File: src/sv/assert_macros.svh
// assertion macros used by the top-level rtl file
`ifndef ASSERT_MACROS_SVH
`define ASSERT_MACROS_SVH
`ifndef SYNTHESIS
`define ASSERT_IMPLY(name, clk, rst_n, ante, cons) \
  name: assert property (@(posedge clk) disable iff (!rst_n) (ante) |-> (cons)) \
    else $error("implication check failed");
`define ASSERT_NEXT(name, clk, rst_n, ante, cons) \
  name: assert property (@(posedge clk) disable iff (!rst_n) (ante) |=> (cons)) \
    else $error("next-cycle check failed");
`else
`define ASSERT_IMPLY(name, clk, rst_n, ante, cons)
`define ASSERT_NEXT(name, clk, rst_n, ante, cons)
`endif
`endif

File: src/sv/rblt_pkg.sv
// types and constants for the rectangle bin lookup table
package rblt_pkg;

  localparam int MAX_BINS    = 64;
  localparam int COORD_W     = 32;
  localparam int IDX_W       = (MAX_BINS > 1) ? $clog2(MAX_BINS) : 1;
  localparam int CNT_W       = $clog2(MAX_BINS + 1);
  localparam int BIN_INDEX_W = 6;
  localparam int CFG_IDX_W   = 3;

  localparam logic MODE_ADD    = 1'b0;
  localparam logic MODE_LOOKUP = 1'b1;

  typedef enum logic [CFG_IDX_W-1:0] {
    REG_X_LOW  = 3'd0,
    REG_X_HIGH = 3'd1,
    REG_Y_LOW  = 3'd2,
    REG_Y_HIGH = 3'd3
  } reg_idx_t;

  typedef enum logic [2:0] {
    ST_OK       = 3'd0,
    ST_OUTSIDE  = 3'd1,
    ST_EMPTY    = 3'd2,
    ST_OVERLAP  = 3'd3,
    ST_FULL     = 3'd4,
    ST_NOTFOUND = 3'd5
  } status_t;

  typedef enum logic {
    S_IDLE = 1'b0,
    S_RUN  = 1'b1
  } state_t;

  typedef struct packed {
    logic                      mode;
    logic signed [COORD_W-1:0] rect_x_low;
    logic signed [COORD_W-1:0] rect_x_high;
    logic signed [COORD_W-1:0] rect_y_low;
    logic signed [COORD_W-1:0] rect_y_high;
    logic signed [COORD_W-1:0] point_x;
    logic signed [COORD_W-1:0] point_y;
  } in_item_t;

  typedef struct packed {
    status_t                status;
    logic [BIN_INDEX_W-1:0] bin_index;
  } out_item_t;

  // search token that walks the cell row
  typedef struct packed {
    logic             valid;
    logic             hit;
    logic [IDX_W-1:0] idx;
  } tok_t;

endpackage

File: src/sv/rblt_cell.sv
// one table entry: holds a rectangle and tests the passing token's query against it
module rblt_cell (
  input  logic               clk,
  input  logic               rst_n,
  input  logic [rblt_pkg::IDX_W-1:0] cell_idx,
  input  logic               active,
  input  rblt_pkg::in_item_t query,
  input  logic               wr_en,
  input  rblt_pkg::tok_t     tok_in,
  output rblt_pkg::tok_t     tok_out
);
  import rblt_pkg::*;

  logic signed [COORD_W-1:0] sxl_r, sxh_r, syl_r, syh_r;
  tok_t tok_r, tok_nxt;
  logic overlap, contain, hit_here;

  always_ff @(posedge clk) begin
    if (wr_en) begin
      sxl_r <= query.rect_x_low;
      sxh_r <= query.rect_x_high;
      syl_r <= query.rect_y_low;
      syh_r <= query.rect_y_high;
    end
  end

  // open intervals for overlap, closed edges for point containment
  always_comb begin
    overlap = !(($signed(query.rect_x_low) >= sxh_r) ||
                ($signed(query.rect_x_high) <= sxl_r) ||
                ($signed(query.rect_y_high) <= syl_r) ||
                ($signed(query.rect_y_low) >= syh_r));
    contain = ($signed(query.point_x) <= sxh_r) && ($signed(query.point_x) >= sxl_r) &&
              ($signed(query.point_y) <= syh_r) && ($signed(query.point_y) >= syl_r);
    hit_here = active && ((query.mode == MODE_ADD) ? overlap : contain);
  end

  always_comb begin
    tok_nxt = tok_in;
    if (tok_in.valid && !tok_in.hit && hit_here) begin
      tok_nxt.hit = 1'b1;
      tok_nxt.idx = cell_idx;
    end
  end

  always_ff @(posedge clk) begin
    if (!rst_n) begin
      tok_r <= '0;
    end else begin
      tok_r <= tok_nxt;
    end
  end

  assign tok_out = tok_r;

endmodule

File: config.mk
export PLATFORM = sky130hd
export DESIGN_NAME = rblt_cell
export DESIGN_NICKNAME = d
export VERILOG_FILES = /design/src/sv/assert_macros.svh /design/src/sv/rblt_pkg.sv /design/src/sv/rblt_cell.sv
export SDC_FILE = /design/constraint.sdc
export NUM_CORES = 1
export LEC_CHECK = 0
export BUFFER_PORTS_ARGS = -buffer_cell sky130_fd_sc_hd__buf_2
export CAP_MARGIN = 5
export CORE_MARGIN = 3
export CORE_UTILIZATION = 56
export CTS_CLUSTER_SIZE = 25
export DETAILED_ROUTE_END_ITERATION = 10
export PLACE_DENSITY_LB_ADDON = 0.05
export SYNTH_ARGS = -nofsm -noshare
export SYNTH_HDL_FRONTEND = slang
export SYNTH_SLANG_ARGS = --single-unit
File: constraint.sdc
create_clock -name clk -period 3.7 [get_ports clk]
set_input_delay 0.74 -clock clk [delete_from_list [all_inputs] [get_ports clk]]
set_output_delay 0.74 -clock clk [all_outputs]
set_load 0.005 [all_outputs]
After elaboration in Yosys (flattened, before gate mapping)
Index checks and enable logic that the tools add are counted.
{ "word_totals": {"register_bits": 136, "input_bits": 211, "out_inout_bits": 8, "word_cells": 28} }
{ "classes": {"magnitude_cmp": 8, "mux": 2, "n_reduce_logical": 11} }
{ "ops": {"columns": ["op", "count"], "rows": [
  ["32-bit greater-or-equal comparator", 4],
  ["32-bit <= comparator", 4],
  ["7-bit two-way mux", 1],
  ["1-bit logical AND", 6],
  ["1-bit logical OR", 3],
  ["1-bit zero test", 2],
  ["1-bit two-way mux", 1]
]} }

Logic depth before layout (Yosys ltp)
{ "logic_depth": {"ltp_word": 9, "ltp_mapped": 11, "mapped_depth_nobuf": 10} }

Least setup slack after synthesis
OpenSTA, ideal clock, no wires.
{ "synth_timing": {"path_kind": "input to register", "start": "input port query[1] in the netlist's numbering", "end": "register tok_r, in the netlist tok_out[0]", "t_arrival_ns": 2.948, "required_ns": 3.582, "path_slack_ns": 0.634, "cell_stages": 10, "path_buffers": 1, "cell_sequence": "ha_1 -> nor2b_1 -> o211ai_1 -> a21oi_1 -> o311a_1 -> a2111oi_2 -> mux2_1 -> o32a_1 -> buf_6 -> mux2i_1"} }
{ "synth_via": {"elab_chain_cells": 7} }
{ "synth_lines": {"columns": ["item", "line", "text"], "rows": [
  ["start, declared", "rblt_cell.sv:7", "input rblt_pkg::in_item_t query,"],
  ["32-bit <= comparator", "rblt_cell.sv:34", "($signed(query.point_y) <= syh_r) && ($signed(query.point_y) >= syl_r);"],
  ["1-bit logical AND", "rblt_cell.sv:33", "contain = ($signed(query.point_x) <= sxh_r) && ($signed(query.point_x) >= sxl_r) &&"],
  ["1-bit logical AND *", "rblt_cell.sv:34", null],
  ["1-bit two-way mux *", "rblt_cell.sv:35", "hit_here = active && ((query.mode == MODE_ADD) ? overlap : contain);"],
  ["1-bit logical AND *", "rblt_cell.sv:35", null],
  ["1-bit logical AND *", "rblt_cell.sv:40", "if (tok_in.valid && !tok_in.hit && hit_here) begin"],
  ["7-bit two-way mux *", "rblt_cell.sv:40", null],
  ["end signal, assigned", "rblt_cell.sv:50", "tok_r <= tok_nxt;"],
  ["end, declared", "rblt_cell.sv:15", "tok_t tok_r, tok_nxt;"]
]} }
Mark *: on every way between the ends. The rest lies on a longest branch, timed or not.
A chain may end at the register's enable or synchronous reset.

Worst setup path in the final report
{ "layout_timing": {"start": "input port query[11] in the netlist's numbering", "end": "register tok_r, in the netlist tok_out[0]"} }
Same word-level chain as after synthesis.

==> run_results.csv <==
group,metric,value,unit
routing,wl,26.15,mm
floorplanning,coreArea,17600,sq um
global_routing,antenna_found_initial,6,
power_and_ir_drop,p_seq_share,39.4,%
floorplanning,io_pins,219,
clocking,htreeDepth,4,
setup_path,critPathMaxFanout,7,
placed_design,hpwl,21.67,mm
floorplanning,die_h,141.3,um
clocking,cts_setup_buffers,0,
synthesis,synth_ff_type,"edfxtp_1",
outcome,run_status,"complete, no violations",
timing,rsz0062_at_grt,"no",
routing,vias,8248,
cells_and_area,final_nets,1667,
placed_design,numPortBuffers,218,
synthesis,ys_async_sr_fraction,0,%
cells_and_area,multi_input_comb_area,5708,sq um
clocking,clk_pin_slew,60,ps
synthesis,synth_area_leaders,"edfxtp_1 37%, ha_1 31%, inv_1 5.2%",
clocking,cts_sinks,136,
cells_and_area,design_area,12280,sq um
synthesis,syn_area_per_cell,10.67,sq um
setup_path,crit_family,"compound AO/OA/AOI/OAI gates",
clocking,worstSkewPairLatency,420,ps
routing,wl_per_cell,18.11,um
synthesis,synth_seq_area_share,39.04,%
synthesis,synth_top_area_share,37.48,%
hold_path,min_path_type,"input port to register",
cells_and_area,seqCellArea,4004,sq um
power_and_ir_drop,p_total,0.004684,W
floorplanning,row_count,48,
synthesis,synthAdderAreaFrac,31.23,%
clocking,cts_buffers,17,
clocking,cts_tree,"done",
clocking,cts_max_path_buffers,2,
floorplanning,die_w,141.3,um
power_and_ir_drop,p_leak,6.052,nW
synthesis,synth_seq_cells,136,
timing,final.setup.tns,0,ps
synthesis,synth_top_family_by_area,"adder cells",
cells_and_area,utilization,69.81,%
routing,drt_pass1_iterations,5,
setup_path,crit_required,3990,ps
job,maxCapViolations,0,
routing,ant_nets,0,
global_routing,grt_pass1_vias,8333,
cells_and_area,n_fill_cell,1335,
setup_path,crit_chain,"buf_2 > ha_1 > a21oi_1 > o21ai_0 > a221oi_1 > o31ai_1 > a2111oi_2 > mux2_1 > o32a_1 > mux2i_1",
synthesis,synth_area,10260,sq um
routing,drc,0,
setup_path,cpMaxStageDelayCell,"o32a_1",
cells_and_area,mostFrequentLayoutCell,"ha_1",
placed_design,place_area,11660,sq um
clocking,cts_root_buffer,"clkbuf_16",
global_routing,grt_max_degree,60,
global_routing,gr-usage-all-layers,25.73,%
timing,worst_pin_slew,534.6,ps
synthesis,ys_types,53,
timing,period_share,85.97,%
cells_and_area,area_growth,19.78,%
synthesis,synthSimpleGateAreaFrac,10.44,%
setup_path,worst-path-buf-inv,1,
clocking,holdBufCountCts,0,
synthesis,syn_inst,961,
timing,min_period,3181,ps
routing,drtIter0Drc,411,
synthesis,synth_compound_area_share,12.77,%
timing,hold_viol_final,0,
placed_design,gp_congestion,0.8987,
cells_and_area,drive_above_1_share,21.35,%
setup_path,worst_ep_arrival_time,3470,ps
floorplanning,start_util,58.28,%
synthesis,yosys_warnings,0,
synthesis,synthMuxAreaShare,1.208,%
global_routing,overflow,0,
timing,slew_violations,0,
cells_and_area,final_cell_mix,"256 x ha_1, 217 x buf_2, 141 x inv_1",
power_and_ir_drop,power_frac_clock,38.2,%
power_and_ir_drop,vdd_drop_max,386.4,uV
setup_path,critPathKind,"input port to register",
clocking,cts_resized,0,
synthesis,synth-edff-count,128,
power_and_ir_drop,switchingPower,0.001303,W
global_routing,grt_pass1_wl,40.23,mm
setup_path,critPathMaxStageDelay,510,ps
synthesis,syn-num-nets,1428,
timing,finalClockSkew,8.509,ps
setup_path,endpoint_kind,"register",
timing,setup_viol,0,
power_and_ir_drop,p_per_area,381.3,nW/um^2
power_and_ir_drop,internal-power,0.003381,W
routing,vias_per_cell,5.712,
floorplanning,die_area,19970,sq um
timing,max_freq,314.4,MHz
synthesis,synth_top_cell_by_area,"edfxtp_1",
power_and_ir_drop,swShare,27.81,%
setup_path,cp-start-kind,"input port",
power_and_ir_drop,combPwrFrac,22.4,%
timing,relSlewSlack,63.44,%
synthesis,synth-xor-area-share,0,%
## flip-flops by register name (all words and copies together), names as in the netlist
name / cells
sxl_r: 32
syl_r: 32
syh_r: 32
tok_out: 8
sxh_r: 32
## final timing paths
| path | depth (start not counted) | startpoint | slack, ps | endpoint |
|---|---|---|---|---|
| worst max-delay path | 10 | query[11] | 520 | tok_out[0]$_SDFF_PN0_ |
| worst min-delay path | 1 | query[179] | 500 | sxl_r[19]$_DFFE_PP_ |
| worst max register to register | 10 | syl_r[11]$_DFFE_PP_ | 560 | tok_out[0]$_SDFF_PN0_ |
| worst min register to register | 6 | syh_r[31]$_DFFE_PP_ | 1410 | tok_out[6]$_SDFF_PN0_ |
## power by group through the flow
stage               logic, W  clock network, W  registers (W)
floorplan           0.000625                 0        0.00187
global placement    0.000995                 0        0.00187
detailed placement   0.00103                 0        0.00188
CTS                  0.00105           0.00181        0.00185
global route         0.00120           0.00187        0.00186
finish               0.00105           0.00179        0.00185
## area by class of cell
class,count,share of cell area (%)
antenna,6,0.1222
timing repair buffer,222,9.248
sequential,136,32.59
multi-input combinational,682,46.47
clock inverter,14,1.477
inverter,141,4.308
clock buffer,18,3.494
tap,225,2.292
## per-layer routing
metal / share of wire (%) / global-route usage (%) / up-vias
met2: 50 / 45.35 / 239
met1: 41 / 31.37 / 3823
met5: 0.13 / 0 / -
met3: 5.8 / 5.022 / 57
met4: 2.8 / 9.179 / 6
li1: - / - / 4123
## synth_stat cells, types with 2 or more instances
library cell  number
a2111oi_0          3
a21boi_0           3
a31oi_1            6
a21oi_1          100
o311a_1            2
ha_1             256
nand3b_1           2
a2111o_1           3
nand2_1           71
a2bb2oi_1          3
a221oi_1           5
and4_1             7
nor4_2             2
nor2b_1            7
nor2_1            19
o21ai_0           27
o211ai_1          16
dfxtp_1            8
inv_1            141
nor3_1             5
nand4_1           51
a211oi_1           9
mux2_1             2
nor4_1             7
mux2i_1            9
a211o_1            2
or3_1              3
edfxtp_1         128
nor3_2             2
nand3_1           16
nand2b_1           5
nor4b_1            2
o21a_1             7
a21o_1            13
## cells by family after synthesis
group	after synthesis
fa+ha+maj	256
compound gates	211
mux	12
flops	136
simple gates	203
buf+inv	143
## metrics by stage
stage          hold WS (ps)  cells  worst slack, ps
3_3_place_gp          935.1   1406            83.90
4_1_cts               495.5   1438            504.5
6_report              504.1   1444            519.0
2_1_floorplan         838.9    961            633.6
5_1_grt               499.7   1441            343.6
3_5_place_dp          937.7   1406            73.78
(Power assumes the default switching activity.)
